`config.mk`:
```
export PLATFORM = sky130hd
export DESIGN_NAME = motor_mode_and_position_sequencer_unit
export DESIGN_NICKNAME = d
export VERILOG_FILES = /design/src/rtl/mmps_pkg.sv /design/src/rtl/motor_mode_and_position_sequencer_unit.sv
export VERILOG_INCLUDE_DIRS = /design/src /design/src/rtl
export SDC_FILE = /design/constraint.sdc
export NUM_CORES = 1
export LEC_CHECK = 0
export ABC_AREA = 1
export BUFFER_PORTS_ARGS = -buffer_cell sky130_fd_sc_hd__buf_2
export CAP_MARGIN = 15
export CORE_ASPECT_RATIO = 1.2
export CORE_MARGIN = 2
export CORE_UTILIZATION = 55
export DETAILED_ROUTE_END_ITERATION = 10
export GPL_ROUTABILITY_DRIVEN = 0
export PLACE_DENSITY = 0.86
export SYNTH_ARGS = -nofsm -noshare
export SYNTH_HDL_FRONTEND = slang
export SYNTH_SLANG_ARGS = --single-unit
```
`constraint.sdc`:
```
create_clock -name i_clk -period 3.54 [get_ports i_clk]
set_input_delay 0.531 -clock i_clk [delete_from_list [all_inputs] [get_ports i_clk]]
set_output_delay 0.531 -clock i_clk [all_outputs]
set_load 0.03 [all_outputs]
```
`src/rtl/motor_mode_and_position_sequencer_unit_macros.svh`:
```
// Assertion helpers shared by the RTL of the motor sequencer.
`ifndef MOTOR_MODE_AND_POSITION_SEQUENCER_UNIT_MACROS_SVH
`define MOTOR_MODE_AND_POSITION_SEQUENCER_UNIT_MACROS_SVH

// Same-cycle implication, sampled on i_clk, ignored while i_rst_n is low
`define MMPS_ASSERT_IMP(label, ante, cons) \
    label: assert property (@(posedge i_clk) disable iff (!i_rst_n) (ante) |-> (cons)) \
        else $error("mmps: same-cycle check failed");

// Next-cycle implication, sampled on i_clk, ignored while i_rst_n is low
`define MMPS_ASSERT_NXT(label, ante, cons) \
    label: assert property (@(posedge i_clk) disable iff (!i_rst_n) (ante) |=> (cons)) \
        else $error("mmps: next-cycle check failed");

`endif

```
`src/rtl/mmps_pkg.sv`:
```
package mmps_pkg;

    // Width of the dwell tick counter
    localparam int unsigned COUNT_WIDTH = 16;
    localparam int unsigned DWELL_WIDTH = 16;
    localparam int unsigned CMP_WIDTH   =
        (COUNT_WIDTH > DWELL_WIDTH) ? COUNT_WIDTH : DWELL_WIDTH;

    typedef logic [COUNT_WIDTH-1:0] t_count;
    typedef logic [DWELL_WIDTH-1:0] t_dwell;
    typedef logic [CMP_WIDTH-1:0]   t_cmp;

    // Operating modes
    localparam logic [1:0] MODE_DC   = 2'd0;
    localparam logic [1:0] MODE_SEQ  = 2'd1;
    localparam logic [1:0] MODE_HALF = 2'd2;
    localparam logic [1:0] MODE_FULL = 2'd3;

    // DC motor drive codes
    localparam logic [1:0] DRV_OFF   = 2'd0;
    localparam logic [1:0] DRV_RIGHT = 2'd1;
    localparam logic [1:0] DRV_LEFT  = 2'd2;

    // Sequencer steps
    localparam logic [2:0] STEP_IDLE     = 3'd0;
    localparam logic [2:0] STEP_TO_S3    = 3'd1;
    localparam logic [2:0] STEP_DWELL_S3 = 3'd2;
    localparam logic [2:0] STEP_DWELL_S2 = 3'd3;
    localparam logic [2:0] STEP_DWELL_S1 = 3'd4;
    localparam logic [2:0] STEP_TO_S1    = 3'd5;
    localparam logic [2:0] STEP_ABORT    = 3'd6;

    // Sensor words
    localparam logic [3:0] SENS_S1 = 4'h1;
    localparam logic [3:0] SENS_S2 = 4'h2;
    localparam logic [3:0] SENS_S3 = 4'h4;
    localparam logic [3:0] SENS_S4 = 4'h8;

    // Coil positions
    localparam logic [2:0] POS_FIRST = 3'd1;
    localparam logic [2:0] POS_LAST  = 3'd4;

    // Configuration register indexes
    localparam logic [1:0] REG_DWELL_THIRD  = 2'd0;
    localparam logic [1:0] REG_DWELL_SECOND = 2'd1;
    localparam logic [1:0] REG_DWELL_FIRST  = 2'd2;

    localparam t_dwell DWELL_THIRD_RST  = 16'd300;
    localparam t_dwell DWELL_SECOND_RST = 16'd500;
    localparam t_dwell DWELL_FIRST_RST  = 16'd100;

    // Whole sequencer state
    typedef struct packed {
        logic [1:0] mode;
        logic       mode_prev;
        logic [2:0] step;
        logic       arrived;
        t_count     dwell;
        logic [2:0] coil_pos;
        logic       pause;
        logic [1:0] presses;
        logic       stop_prev;
        logic [1:0] drive;
        logic [3:0] coil;
    } t_state;

    // State after reset: everything clear, coils at the first position
    localparam t_state ST_RESET = '{coil_pos: POS_FIRST, default: '0};

    // One result item
    typedef struct packed {
        logic [1:0] drive;
        logic [3:0] coil;
        logic [1:0] mode;
        logic [2:0] step;
        logic       pause;
        logic       last;
    } t_result;

    // Sensor word that ends a step
    function automatic logic [3:0] step_target(input logic [2:0] step);
        logic [3:0] t;
        case (step)
            STEP_TO_S3:    t = SENS_S3;
            STEP_DWELL_S3: t = SENS_S2;
            STEP_DWELL_S1: t = SENS_S4;
            default:       t = SENS_S1;
        endcase
        return t;
    endfunction

    // Move on when the sensors show exactly the target: to the next step, TO_S1 back to TO_S3, abort to idle
    function automatic t_state arrival_test(input t_state s, input logic [3:0] target,
                                            input logic [3:0] sensors);
        t_state r;
        r = s;
        if (sensors == target) begin
            if (s.step == STEP_TO_S1) begin
                r.step  = STEP_TO_S3;
                r.dwell = '0;
            end else if (s.step == STEP_ABORT) begin
                r.step  = STEP_IDLE;
                r.dwell = '0;
                r.drive = DRV_OFF;
            end else begin
                r.step    = s.step + 3'd1;
                r.arrived = 1'b0;
                r.dwell   = '0;
            end
        end
        return r;
    endfunction

    // One poll of the pause loop; pause stays set while still held
    function automatic t_state pause_service(input t_state s, input logic start,
                                             input logic stop);
        t_state r;
        r = s;
        r.drive = DRV_OFF;
        if (stop && !s.stop_prev) begin
            r.presses = s.presses + 2'd1;
        end
        r.stop_prev = stop;
        if (r.presses >= 2'd2) begin
            r.step    = STEP_ABORT;
            r.pause   = 1'b0;
            r.presses = 2'd0;
        end else if (start && !stop) begin
            r.pause   = 1'b0;
            r.presses = 2'd0;
        end
        return r;
    endfunction

    // Drive towards a target, pausing on stop
    function automatic t_state move(input t_state s, input logic [1:0] dir,
                                    input logic [3:0] target, input logic start,
                                    input logic stop, input logic [3:0] sensors);
        t_state r;
        r = s;
        r.drive = dir;
        if (stop) begin
            r.pause = 1'b1;
            r = pause_service(r, start, stop);
        end
        if (!r.pause) begin
            r = arrival_test(r, target, sensors);
        end
        return r;
    endfunction

endpackage

```
`src/rtl/motor_mode_and_position_sequencer_unit.sv`:
```
// Motor mode and position sequencer. Each input item is one poll of the start, stop and
// mode buttons, the four position sensors and the 10 ms tick; the item updates the state
// in the cycle it is accepted and its result lands in a result register, with the second
// half-step pattern held beside it. An item
// can be accepted in every cycle, and most items give one result, so the sustained rate is
// one item per cycle while the output side takes results. A half-step poll with start or stop
// (not both) held gives two results (last_of_run low on the first) and holds off the input
// while the second result waits in the buffer, so the next item is taken only as it leaves.
// The user must write dwell registers through the plain write port only while the block is idle; not enforced.
`include "motor_mode_and_position_sequencer_unit_macros.svh"

module motor_mode_and_position_sequencer_unit (
    input  logic       i_clk,
    input  logic       i_rst_n,
    // input channel
    input  logic       i_in_valid,
    output logic       o_in_ready,
    input  logic       i_start_pressed,
    input  logic       i_stop_pressed,
    input  logic       i_mode_pressed,
    input  logic [3:0] i_position_sensors,
    input  logic       i_tick,
    // result channel
    output logic       o_out_valid,
    input  logic       i_out_ready,
    output logic [1:0] o_motor_drive,
    output logic [3:0] o_coil_pattern,
    output logic [1:0] o_current_mode,
    output logic [2:0] o_sequence_step,
    output logic       o_is_paused,
    output logic       o_last_of_run,
    // configuration
    input  logic        i_cfg_we,
    input  logic [1:0]  i_cfg_index,
    input  logic [15:0] i_cfg_data
);

    mmps_pkg::t_state  r_st, n_st;
    mmps_pkg::t_result r_res, n_res;
    logic              r_out_valid;
    logic              r_pend;
    logic [3:0]        r_coil2, n_coil2;
    logic              n_two;
    logic              in_acc;

    mmps_pkg::t_dwell  r_dwell_third, r_dwell_second, r_dwell_first;

    // Accept when the buffer will be empty after this cycle
    assign o_in_ready = !r_out_valid || (i_out_ready && !r_pend);
    assign in_acc     = i_in_valid && o_in_ready;

    // Next state and first result of one poll
    always_comb begin
        logic [2:0]       pos;
        logic [3:0]       bit_one;
        logic [3:0]       target;
        mmps_pkg::t_dwell limit;
        n_st    = r_st;
        n_two   = 1'b0;
        n_coil2 = r_st.coil;
        pos     = r_st.coil_pos;
        bit_one = 4'h0;
        target  = mmps_pkg::step_target(r_st.step);
        limit   = r_dwell_first;
        if (r_st.pause) begin
            // paused: only stop and start count, and the sensors once the pause ends
            n_st = mmps_pkg::pause_service(r_st, i_start_pressed, i_stop_pressed);
            if (!n_st.pause) begin
                n_st = mmps_pkg::arrival_test(n_st, target, i_position_sensors);
            end
        end else begin
            // cycle the mode on a button rising edge
            if (i_mode_pressed && !r_st.mode_prev) begin
                n_st.mode = r_st.mode + 2'd1;
            end
            n_st.mode_prev = i_mode_pressed;
            if (n_st.mode != mmps_pkg::MODE_SEQ) begin
                if (pos < mmps_pkg::POS_FIRST || pos > mmps_pkg::POS_LAST) begin
                    pos = mmps_pkg::POS_FIRST;
                end
                bit_one = 4'h1 << (pos - 3'd1);
                if (i_start_pressed && i_stop_pressed) begin
                    n_st.drive = mmps_pkg::DRV_OFF;
                end else if (i_start_pressed || i_stop_pressed) begin
                    if (n_st.mode == mmps_pkg::MODE_DC) begin
                        n_st.drive = i_start_pressed ? mmps_pkg::DRV_RIGHT : mmps_pkg::DRV_LEFT;
                    end else begin
                        // step the coils one place either way
                        n_st.coil = bit_one;
                        if (i_start_pressed) begin
                            pos = (pos == mmps_pkg::POS_LAST) ? mmps_pkg::POS_FIRST
                                                              : pos + 3'd1;
                        end else begin
                            pos = (pos == mmps_pkg::POS_FIRST) ? mmps_pkg::POS_LAST
                                                               : pos - 3'd1;
                        end
                        if (n_st.mode == mmps_pkg::MODE_HALF) begin
                            n_two   = 1'b1;
                            n_coil2 = bit_one | {bit_one[2:0], bit_one[3]};
                        end
                    end
                end else begin
                    n_st.drive = mmps_pkg::DRV_OFF;
                end
                n_st.coil_pos = pos;
            end else begin
                // position loop
                if (n_st.step == mmps_pkg::STEP_IDLE && i_start_pressed) begin
                    n_st.step = mmps_pkg::STEP_TO_S3;
                end
                case (n_st.step) inside
                    mmps_pkg::STEP_TO_S3: begin
                        n_st = mmps_pkg::move(n_st, mmps_pkg::DRV_RIGHT, mmps_pkg::SENS_S3,
                                              i_start_pressed, i_stop_pressed,
                                              i_position_sensors);
                    end
                    mmps_pkg::STEP_DWELL_S3, mmps_pkg::STEP_DWELL_S2,
                    mmps_pkg::STEP_DWELL_S1: begin
                        if (!n_st.arrived) begin
                            n_st.drive   = mmps_pkg::DRV_OFF;
                            n_st.dwell   = '0;
                            n_st.arrived = 1'b1;
                        end
                        if (i_tick && n_st.dwell != '1) begin
                            n_st.dwell = n_st.dwell + mmps_pkg::t_count'(1);
                        end
                        if (n_st.step == mmps_pkg::STEP_DWELL_S3) begin
                            limit = r_dwell_third;
                        end else if (n_st.step == mmps_pkg::STEP_DWELL_S2) begin
                            limit = r_dwell_second;
                        end
                        if (mmps_pkg::t_cmp'(n_st.dwell) >= mmps_pkg::t_cmp'(limit)) begin
                            n_st = mmps_pkg::move(n_st,
                                (n_st.step == mmps_pkg::STEP_DWELL_S1) ? mmps_pkg::DRV_RIGHT
                                                                       : mmps_pkg::DRV_LEFT,
                                mmps_pkg::step_target(n_st.step),
                                i_start_pressed, i_stop_pressed, i_position_sensors);
                        end
                    end
                    mmps_pkg::STEP_TO_S1, mmps_pkg::STEP_ABORT: begin
                        n_st = mmps_pkg::move(n_st, mmps_pkg::DRV_LEFT, mmps_pkg::SENS_S1,
                                              i_start_pressed, i_stop_pressed,
                                              i_position_sensors);
                    end
                    default: begin
                    end
                endcase
            end
        end
        // first result; a half step shows the single coil first
        n_res.drive = n_st.drive;
        n_res.coil  = n_st.coil;
        n_res.mode  = n_st.mode;
        n_res.step  = n_st.step;
        n_res.pause = n_st.pause;
        n_res.last  = !n_two;
        if (n_two) begin
            n_st.coil = n_coil2;
        end
    end

    // State and result buffer
    always_ff @(posedge i_clk) begin
        if (!i_rst_n) begin
            r_st        <= mmps_pkg::ST_RESET;
            r_out_valid <= 1'b0;
            r_pend      <= 1'b0;
        end else if (in_acc) begin
            r_st        <= n_st;
            r_out_valid <= 1'b1;
            r_pend      <= n_two;
        end else if (r_out_valid && i_out_ready) begin
            // advance to the second half-step pattern, or drop the result
            if (r_pend) begin
                r_pend <= 1'b0;
            end else begin
                r_out_valid <= 1'b0;
            end
        end
    end

    // Result payload
    always_ff @(posedge i_clk) begin
        if (in_acc) begin
            r_res   <= n_res;
            r_coil2 <= n_coil2;
        end else if (r_out_valid && i_out_ready && r_pend) begin
            r_res.coil <= r_coil2;
            r_res.last <= 1'b1;
        end
    end

    // Configuration registers
    always_ff @(posedge i_clk) begin
        if (!i_rst_n) begin
            r_dwell_third  <= mmps_pkg::DWELL_THIRD_RST;
            r_dwell_second <= mmps_pkg::DWELL_SECOND_RST;
            r_dwell_first  <= mmps_pkg::DWELL_FIRST_RST;
        end else if (i_cfg_we) begin
            unique case (i_cfg_index)
                mmps_pkg::REG_DWELL_THIRD:  r_dwell_third  <= i_cfg_data;
                mmps_pkg::REG_DWELL_SECOND: r_dwell_second <= i_cfg_data;
                mmps_pkg::REG_DWELL_FIRST:  r_dwell_first  <= i_cfg_data;
                default: begin
                end
            endcase
        end
    end

    assign o_out_valid     = r_out_valid;
    assign o_motor_drive   = r_res.drive;
    assign o_coil_pattern  = r_res.coil;
    assign o_current_mode  = r_res.mode;
    assign o_sequence_step = r_res.step;
    assign o_is_paused     = r_res.pause;
    assign o_last_of_run   = r_res.last;

    // Checks
    `MMPS_ASSERT_IMP(a_pend_has_front, r_pend, r_out_valid && !r_res.last)
    `MMPS_ASSERT_IMP(a_pause_only_seq, r_st.pause, r_st.mode == mmps_pkg::MODE_SEQ)
    `MMPS_ASSERT_IMP(a_presses_in_pause, !r_st.pause, r_st.presses == 2'd0)
    `MMPS_ASSERT_NXT(a_second_follows, r_pend && i_out_ready, r_out_valid && r_res.last)

endmodule
```
==> results.md, run 1 <==
Placement:
- Timing analysis after detailed placement gives a worst setup slack of 0.05020 ns.
- The detailed placement HPWL is 11.10 mm.
- Port buffering added 45 buffers.
- The instance area after placement is 6790 µm².
- The post-placement cell count is 1161.

Clocking:
- For the worst-skew pair, the clock arrives at the later sink with an insertion delay of 0.36 ns.
- The total number of H-tree levels is 3.
- The clock-pin slew on the worst setup and hold paths is 0.08 ns.
- The root cell of the clock tree is sky130_fd_sc_hd__clkbuf_16.
- The TritonCTS clock tree is yes.
- Counting along the longest clock path gives a buffer depth of 2.
- The tree built by TritonCTS fans out to 103 sinks.
- The number of buffers created by CTS is 9.

Critical path:
- In this run the critical register-to-register path is captured at r_st[6]$_SDFFE_PN0P_.
- The required time of the critical path is 3.81 ns.
- Of all nets on the critical path, the largest fanout is 8.
- The critical path is of the flop to flop type.
- The worst register-to-register path begins at r_st[13]$_SDFFE_PN0P_.
- STA classifies the critical path endpoint as a flop.
- The reg2reg setup slack is 0.07 ns.
- The nature of the critical path startpoint is a flop.
- The largest stage delay on the critical path is 0.35 ns.
- The slowest stage cell on the critical path is sky130_fd_sc_hd__dfxtp_1.
- The dominant cell type by count on the critical path is sky130_fd_sc_hd__nand2_1.
- The arrival time at the worst endpoint is 3.74 ns.
- The count of cells along the worst register-to-register path is 26.

Yosys:
- Summing the sequential cell areas from Yosys gives 35.04% of the chip area.
- The synthesized netlist devotes 16.52% of its cell area to compound gates.
- Synthesis produced a netlist with a net count of 1028.
- The synthesized netlist devotes 2.062% of its cell area to XOR and XNOR gates.
- The multiplexer share of the synthesized area is 0%.
- Synthesis instantiated 40 different standard cells from the library.
- The adder and majority gate portion of the synthesized area is 4.518%.
- By area, the combinational part of the netlist is dominated by simple AND/OR/NAND/NOR gates.
- After Yosys synthesis, and, or, nand and nor cells account for 31.60% of the synthesized area.
- After synthesis the cells add up to 6370 µm².
- Yosys printed 0 warnings.
- The synthesized area per cell is 6.540 µm².
- The number of standard cells after synthesis is 974.
- The flip-flop and latch count after synthesis is 103.

Worst hold path:
- The count of cells along the worst hold path is 3.
- The path with the worst hold slack has its endpoint at r_dwell_first[2]$_SDFFE_PN1P_.
- The classification of the worst-slack hold path is input port to flop.
- In this run the most critical hold path is launched from i_cfg_data[2].

Routing:
- The final route contains 6605 vias.
- The total routed wirelength is 16.41 mm.
- The number of design-rule violations left by the first detailed-router iteration is 611.
- The first-pass detailed-route iteration total is 7.
- The count of nets left with antenna violations once routing finished came out at 0.
- Using the TritonRoute via totals, the vias-per-cell ratio works out to 5.579.
- The post-route DRC violation count is 0.
- The average wire per standard cell is 13.86 µm.

STA:
- In the post-route analysis, the smallest setup slack over all paths is 0.07183 ns.
- Across the routed clock network, the largest skew measured is 0.01206 ns.
- Final hold analysis gives a worst-case slack of 0.3962 ns.
- The period utilization is 97.97%.
- In the final timing run, aggregate negative setup slack is 0 ns.
- The final hold violation count is 0.
- The transition at the pin with the smallest max-transition slack is 0.8809 ns.
- The shortest period the worst path allows is 3.468 ns.
- The relative max-transition margin is 41.21%.
- The final count of pins violating max slew came to 0.
- For this run, the top clock speed supported by timing is 0.2883 GHz.
- Setup violations remaining at the end of the flow were counted as 0.

Global route:
- The overall fraction of global-route tracks in use is 26.46%.
- Entering global routing, the biggest net connects 54 pins.
- The initial antenna violation count was 0.
- The wire length of the first global-routing pass is 26.63 mm.
- The sum of overflow across all layers after global routing is 0.
- The number of global-route vias before repair is 5878.

Pwr:
- For this design the ratio of total power to cell area is 419.9 nW/µm².
- The clock network fraction of design power is 34.9%.
- The switching portion of total power is 32.37%.
- Of the total power, combinational logic draws 22.2%.
- The internal portion of total power is 2.053 mW.
- The worst-case IR drop observed on VDD is 0.2950 mV.
- Summed over all nets, the switching power comes to 0.9827 mW.
- The analysis attributes to cell leakage a power of 3.504 nW.
- The power after layout is 3.036 mW.
- The share of power burned in registers is 42.9%.

Floorplan:
- The number of I/O pins is 46.
- The core area is 11410 µm².
- The floorplan die area is 12460 µm².
- The die extent in y is 121.9 µm.
- The die is 102.2 µm wide.
- For this configuration, the core starts out at a cell density of 55.85%.
- The floorplan has 43 rows.

Layout:
- The count of placed standard cells in the final layout, fillers left out is 1184.
- The net count of the finished layout is 1076.
- The post-route netlist has 12.07% of its cells at a drive strength greater than 1.
- From synthesis to final layout, the design area changed by 13.49%.
- The repair_antennas step left the layout with diodes totalling 0.
- The final core utilization is 63.38%.
- The final design area excluding fillers is 7229 µm².

Run:
- Max-cap violations in this run came to 0.

Status:
- The run finished with clean final reports.
[sequential cells by signal, indices dropped and copies added (netlist names), 2 cells and up]
| signal | count |
|---|---|
| r_dwell_second | 16 |
| o_coil_pattern | 4 |
| o_sequence_step | 3 |
| r_st | 36 |
| r_coil2 | 4 |
| r_dwell_third | 16 |
| o_current_mode | 2 |
| r_dwell_first | 16 |
| o_motor_drive | 2 |
[synthesized netlist by cell type]
library cell                instances  share of area (%)
sky130_fd_sc_hd__nand2_1          240                 14
sky130_fd_sc_hd__inv_1            129                7.6
sky130_fd_sc_hd__nor2_1           110                6.5
sky130_fd_sc_hd__dfxtp_1           86                 27
sky130_fd_sc_hd__nand3_1           82                6.4
sky130_fd_sc_hd__a21oi_1           74                5.8
sky130_fd_sc_hd__o21ai_0           74                5.8
sky130_fd_sc_hd__clkbuf_1          25                1.5
sky130_fd_sc_hd__ha_1              23                4.5
sky130_fd_sc_hd__edfxtp_1          17                8.0
sky130_fd_sc_hd__nand4_1           16                1.6
sky130_fd_sc_hd__xor2_1            14                1.9
sky130_fd_sc_hd__a31oi_1           10               0.98
sky130_fd_sc_hd__o211ai_1          10                1.2
sky130_fd_sc_hd__nor3_1             9               0.71
sky130_fd_sc_hd__o22ai_1            9               0.88
sky130_fd_sc_hd__buf_2              5               0.39
sky130_fd_sc_hd__inv_2              5               0.29
sky130_fd_sc_hd__a221oi_1           4               0.55
sky130_fd_sc_hd__nand2_2            3               0.29
sky130_fd_sc_hd__nor2_2             3               0.29
sky130_fd_sc_hd__nor2_4             3               0.53
sky130_fd_sc_hd__o21a_1             3               0.35
sky130_fd_sc_hd__nand2_4            2               0.35
sky130_fd_sc_hd__o21bai_1           2               0.24
sky130_fd_sc_hd__o31ai_1            2               0.24
sky130_fd_sc_hd__a21o_1             1               0.12
sky130_fd_sc_hd__a32oi_1            1               0.14
sky130_fd_sc_hd__buf_1              1              0.059
sky130_fd_sc_hd__buf_4              1               0.12
sky130_fd_sc_hd__buf_6              1               0.18
sky130_fd_sc_hd__inv_6              1               0.14
sky130_fd_sc_hd__nand3_2            1               0.16
sky130_fd_sc_hd__nand3b_1           1               0.12
sky130_fd_sc_hd__nor2_8             1               0.31
sky130_fd_sc_hd__nor4_1             1              0.098
sky130_fd_sc_hd__o2111ai_1          1               0.14
sky130_fd_sc_hd__o21ai_1            1              0.078
sky130_fd_sc_hd__or2_2              1              0.098
sky130_fd_sc_hd__xnor2_1            1               0.14
[routing by layer]
layer  vias up  GRT usage [%]  wire (µm)
met4         0          10.17        436
met5         -              0          0
met1      2960          33.89       6968
met2       300          44.12       7769
li1       3287              -          -
met3        58          4.819       1234
[power groups by stage]
stage,registers [mW],logic (mW),clock network [mW]
3_5_place_dp,1.33,0.634,0
2_1_floorplan,1.35,0.440,0
6_report,1.30,0.674,1.06
5_1_grt,1.31,0.750,1.11
4_1_cts,1.30,0.643,1.07
3_3_place_gp,1.33,0.625,0
[layout by cell type (no fill, tap or decap), types with 2 or more instances in the layout]
cell	count
sky130_fd_sc_hd__inv_1	126
sky130_fd_sc_hd__a221oi_1	4
sky130_fd_sc_hd__o211ai_1	10
sky130_fd_sc_hd__nand2_2	9
sky130_fd_sc_hd__inv_2	7
sky130_fd_sc_hd__a31oi_1	10
sky130_fd_sc_hd__clkbuf_16	9
sky130_fd_sc_hd__a21oi_1	74
sky130_fd_sc_hd__nor2_4	3
sky130_fd_sc_hd__inv_6	3
sky130_fd_sc_hd__ha_1	22
sky130_fd_sc_hd__nand2_4	2
sky130_fd_sc_hd__nor3_2	2
sky130_fd_sc_hd__nor3_1	7
sky130_fd_sc_hd__buf_4	21
sky130_fd_sc_hd__nand2_1	234
sky130_fd_sc_hd__buf_2	45
sky130_fd_sc_hd__o21ai_0	74
sky130_fd_sc_hd__nand4_1	16
sky130_fd_sc_hd__o22ai_1	9
sky130_fd_sc_hd__o31ai_1	2
sky130_fd_sc_hd__nor2_1	109
sky130_fd_sc_hd__dfxtp_1	84
sky130_fd_sc_hd__nand3_1	79
sky130_fd_sc_hd__buf_6	2
sky130_fd_sc_hd__nand3_2	4
sky130_fd_sc_hd__xor2_1	14
sky130_fd_sc_hd__nor2_2	4
sky130_fd_sc_hd__edfxtp_1	17
sky130_fd_sc_hd__clkinv_4	2
sky130_fd_sc_hd__o21a_1	3
sky130_fd_sc_hd__o21bai_1	2
sky130_fd_sc_hd__clkinv_2	2
[repair_timing]
item / 4_1_cts / 5_1_grt
endpoints found under the setup margin: 2 / 24
gates resized for setup: 1 / 21
pin swaps: 0 / 7
gates cloned: 0 / 1
buffers inserted: 0 / 5
hold buffers: 0 / 0
[kinds of logic after synthesis]
| logic type | Yosys count |
|---|---|
| buffers and inverters | 168 |
| flip-flops | 103 |
| AND/OR/NAND/NOR | 473 |
| AO/OA/AOI/OAI | 192 |
| adder cells (fa/ha/maj) | 23 |
| XOR/XNOR | 15 |
[critical path: cells and delay by family, from the launching register on]
kind / cells / cell delay, ns
AND/OR/NAND/NOR: 15 / 1.47
buffers and inverters: 7 / 0.73
adder cells (fa/ha/maj): 2 / 0.47
flip-flops: 1 / 0.35
AO/OA/AOI/OAI: 2 / 0.34
[layout make-up]
type / count / area [µm²]
clock buffer: 10 / 239.0
clock inverter: 6 / 72.57
fill: 1035 / 4177
inverter: 135 / 516.7
multi-input combinational: 703 / 3530
sequential: 103 / 2237
tap: 157 / 196.4
timing repair buffer: 69 / 432.9
timing repair inverter: 1 / 5.005
[worst max-delay path by stage]
| stage | startpoint | slack, ns | endpoint |
|---|---|---|---|
| after global placement | r_st[29]$_SDFFE_PN0P_ | 0.16 | r_st[7]$_SDFFE_PN0P_ |
| after CTS | r_st[29]$_SDFFE_PN0P_ | 0.04 | r_st[6]$_SDFFE_PN0P_ |
| final | r_st[13]$_SDFFE_PN0P_ | 0.07 | r_st[6]$_SDFFE_PN0P_ |
| after floorplan | r_st[29]$_SDFFE_PN0P_ | 0.06 | r_st[16]$_SDFFE_PN0P_ |
| after detailed placement | r_st[29]$_SDFFE_PN0P_ | 0.05 | o_motor_drive[1]$_DFFE_PP_ |
| after global routing | r_st[29]$_SDFFE_PN0P_ | -0.17 | r_st[6]$_SDFFE_PN0P_ |
(Power assumes the default switching activity.)
==> inputs of run 2 (changes only) <==
- CORE_UTILIZATION: 55 -> 60
- PLACE_DENSITY: 0.86 -> 0.88
- clock period: 3.54 -> 3.2 ns (I/O delays scaled with it)
==> run 2 against run 1 <==
  * The flow now finishes with violations (setup timing)
  * Clock power is 11% higher
  * Sequential share of layout area down 0.96 points
  * Count of clock-buffer cells in the layout unchanged
  * Utilization is 8.3 points higher
  * Sequential power up 11%
  * Clock skew fell by 0.0040 ns
  * Die area decreased by 8.0%
  * Critical path type unchanged
==> results.md, run 2 (synthesized netlist as in run 1, its figures left out) <==
Status:
- The flow ran to the end, but the final reports show violations.
- The checks that failed: setup timing.

Clocking:
- The tree built by TritonCTS fans out to 103 sinks.
- In this run the number of H-tree levels came out at 3.
- Clock-pin slew was measured on the worst setup and hold paths at 0.07 ns.
- No sink is reached through more buffers than the 2 on the longest clock path.
- The root cell of the clock tree is sky130_fd_sc_hd__clkbuf_16.
- TritonCTS built the clock tree.
- The number of buffers created by CTS is 9.
- Clock latency on the worst-skew pair, taken at its later pin, is 0.35 ns.

Routing:
- In this run the remaining antenna-violating nets after routing total 0.
- Using the TritonRoute via totals, the vias-per-cell ratio works out to 5.947.
- In the final routed layout, each cell accounts on average for 15.41 µm.
- After the first detailed-routing iteration, the DRC count stood at 745.
- The total via count after detailed routing is 6934.
- The total routed wirelength is 17.97 mm.
- The first TritonRoute pass finished after 7 iterations.
- The post-route DRC violation count is 0.

Layout:
- The top cell types in the final layout, fill and taps aside, are sky130_fd_sc_hd__nand2_1 (225), sky130_fd_sc_hd__inv_1 (126), sky130_fd_sc_hd__nor2_1 (103).
- The post-route netlist has 15.91% of its cells at a drive strength greater than 1.
- At the end of the flow the core is filled with cells to 71.64%.
- The number of flip-flops under the largest register name is 36.
- The most common cell after layout, fill and taps aside is sky130_fd_sc_hd__nand2_1.
- The register with the most flip-flops in the final layout is r_st.
- The layout has 810 filler cells.
- The finished layout holds 1166 standard cells, fillers aside.
- The final layout net count is 1086.
- The relative area change from synthesis to final layout is 17.13%.
- 0 antenna diodes ended up in the layout.

Pwr:
- For this design the ratio of total power to cell area is 458.2 nW/µm².
- VDD sags by at most 0.3752 mV.
- The analysis attributes to cell leakage a power of 3.625 nW.

Global route:
- The initial antenna violation count is 0.
- The first global-routing pass estimated 28.03 mm of wire.
- The overall fraction of global-route tracks in use is 29.84%.
- The pin count of the biggest net entering global routing is 54.
- The number of global-route vias before repair is 6127.
- The sum of overflow across all layers after global routing is 0.

STA:
- In the finished design, the share of the clock period the worst path needs comes to 104.8%.
- The tightest hold margin is 0.3554 ns.
- Setup violations remaining at the end of the flow were counted as 20.
- The relative max-transition margin is 38.57%.
- The clock arrives with 0.008099 ns of skew.
- The final hold violation count is 0.
- The highest clock frequency the design can meet is 0.2983 GHz.
- The final count of pins violating max slew is 0.
- Across all setup checks in the final design, the least slack found is -0.1529 ns.
- The worst path in the final design needs a cycle of 3.353 ns, including I/O delays and setup.
- Setup repair after global routing could not meet its margin everywhere.
- At the pin with the least slew margin, the transition time is 0.9204 ns.

Floorplan:
- The floorplan die area is 11460 µm².
- The number of I/O pins is 46.
- The total area inside the core boundary comes to 10410 µm².
- The number of placement rows is 41.
- The initial cell density of the core is 61.17%.
- The die extent in y is 116.9 µm.
- The die width is 98.06 µm.

Critical path:
- The capture point of the worst reg-to-reg path is o_motor_drive[0]$_DFFE_PP_.
- The reg2reg setup slack is -0.15 ns.
- The biggest fanout along the worst timing path is 5.
- The count of cells along the worst register-to-register path is 26.
- The reg-to-reg startpoint is r_st[13]$_SDFFE_PN0P_.
- The slowest stage cell on the critical path is sky130_fd_sc_hd__dfxtp_1.
- The critical path capture point type is a flop.
- The largest stage delay on the critical path is 0.40 ns.
- By instance count, the cell type seen most on the critical path is sky130_fd_sc_hd__nand2_1.
- At the worst endpoint, the arrival time is 3.45 ns.
- The category of the most critical setup path is flop to flop.
- STA puts the critical path data required time at 3.30 ns.
- The nature of the critical path startpoint is a flop.

Placement:
- The HPWL after detailed placement is 11.64 mm.
- The number of port buffers is 45.
- Timing analysis after detailed placement gives a worst setup slack of -0.04942 ns.
- The post-placement cell count is 1144.

Worst hold path:
- The path class of the tightest hold or removal check is input port to flop.
- For hold timing, the worst endpoint is r_dwell_first[6]$_SDFFE_PN1P_.
- The start point of the worst min-delay path is i_cfg_data[6].
- The count of cells along the worst hold path is 3.

Run:
- The max-cap check violation count is 0.
[run 2: cell count changes in the layout (fill, tap and decap cells not counted), moves of 6 or more]
cell                      delta
sky130_fd_sc_hd__a21oi_1     -6
sky130_fd_sc_hd__a21oi_2     +6
sky130_fd_sc_hd__buf_4      +10
sky130_fd_sc_hd__nand2_1     -9
sky130_fd_sc_hd__nand3_1     -6
sky130_fd_sc_hd__nor2_1      -6
[run 2: stage by stage]
step	cell area, µm²	total power, mW	setup TNS (ns)
floorplan	6396	1.983	-0.1285
detailed placement	6854	2.182	-0.2424
finish	7461	3.419	-1.562
global route	7461	3.564	-6.979
CTS	7216	3.361	-0.0002340
global placement	6854	2.165	0
[run 2: how the worst max path moves through the flow]
stage | startpoint | to | depth (start not counted)
floorplan | r_st[29]$_SDFFE_PN0P_ | r_st[21]$_SDFFE_PN0P_ | 24
finish | r_st[13]$_SDFFE_PN0P_ | o_motor_drive[0]$_DFFE_PP_ | 26
detailed placement | r_st[29]$_SDFFE_PN0P_ | o_motor_drive[0]$_DFFE_PP_ | 25
global placement | r_st[29]$_SDFFE_PN0P_ | r_st[7]$_SDFFE_PN0P_ | 26
CTS | r_st[29]$_SDFFE_PN0P_ | o_motor_drive[0]$_DFFE_PP_ | 24
global route | r_st[29]$_SDFFE_PN0P_ | r_st[4]$_SDFFE_PN0P_ | 28
[run 2: power by group]
| part | leakage, nW | internal [mW] | total (mW) | switching, mW |
|---|---|---|---|---|
| registers | 0.871 | 1.40 | 1.44 | 0.0427 |
| logic | 2.60 | 0.249 | 0.795 | 0.545 |
| clock network | 0.158 | 0.648 | 1.18 | 0.537 |
[run 2: layout make-up]
cell class | instances | area, µm² | share of cell area, %
Clock inverter | 6 | 83.83 | 1.124
Inverter | 135 | 524.3 | 7.027
Sequential cell | 103 | 2237 | 29.98
Clock buffer | 10 | 239.0 | 3.203
Multi-Input combinational cell | 703 | 3709 | 49.71
Timing Repair Buffer | 80 | 506.7 | 6.792
Tap cell | 129 | 161.4 | 2.163
[run 2: layer usage]
metal  vias up  track usage, %  part of all wire [%]
li1       3299               -                     -
met1      3148           37.27                    39
met2       401           52.15                    48
met3        86           4.454                   8.7
met4         0           12.22                   3.7
met5         -               0                     0
[run 2: critical path: cells and delay by family (launching register included)]
| family | cells | cell delay (ns) |
|---|---|---|
| DFF | 1 | 0.40 |
| buffers and inverters | 7 | 0.69 |
| adders and majority gates | 2 | 0.42 |
| and+or+nand+nor | 16 | 1.40 |
| xor gates and xnor gates | 1 | 0.17 |
[run 2: what timing repair did]
item                                    4_1_cts  5_1_grt
cloned                                        0        1
endpoints found under the setup margin       19       32
pin swaps                                     4       28
gates resized for setup                      10       56
hold buffers                                  0        0
buffers inserted                              0        5
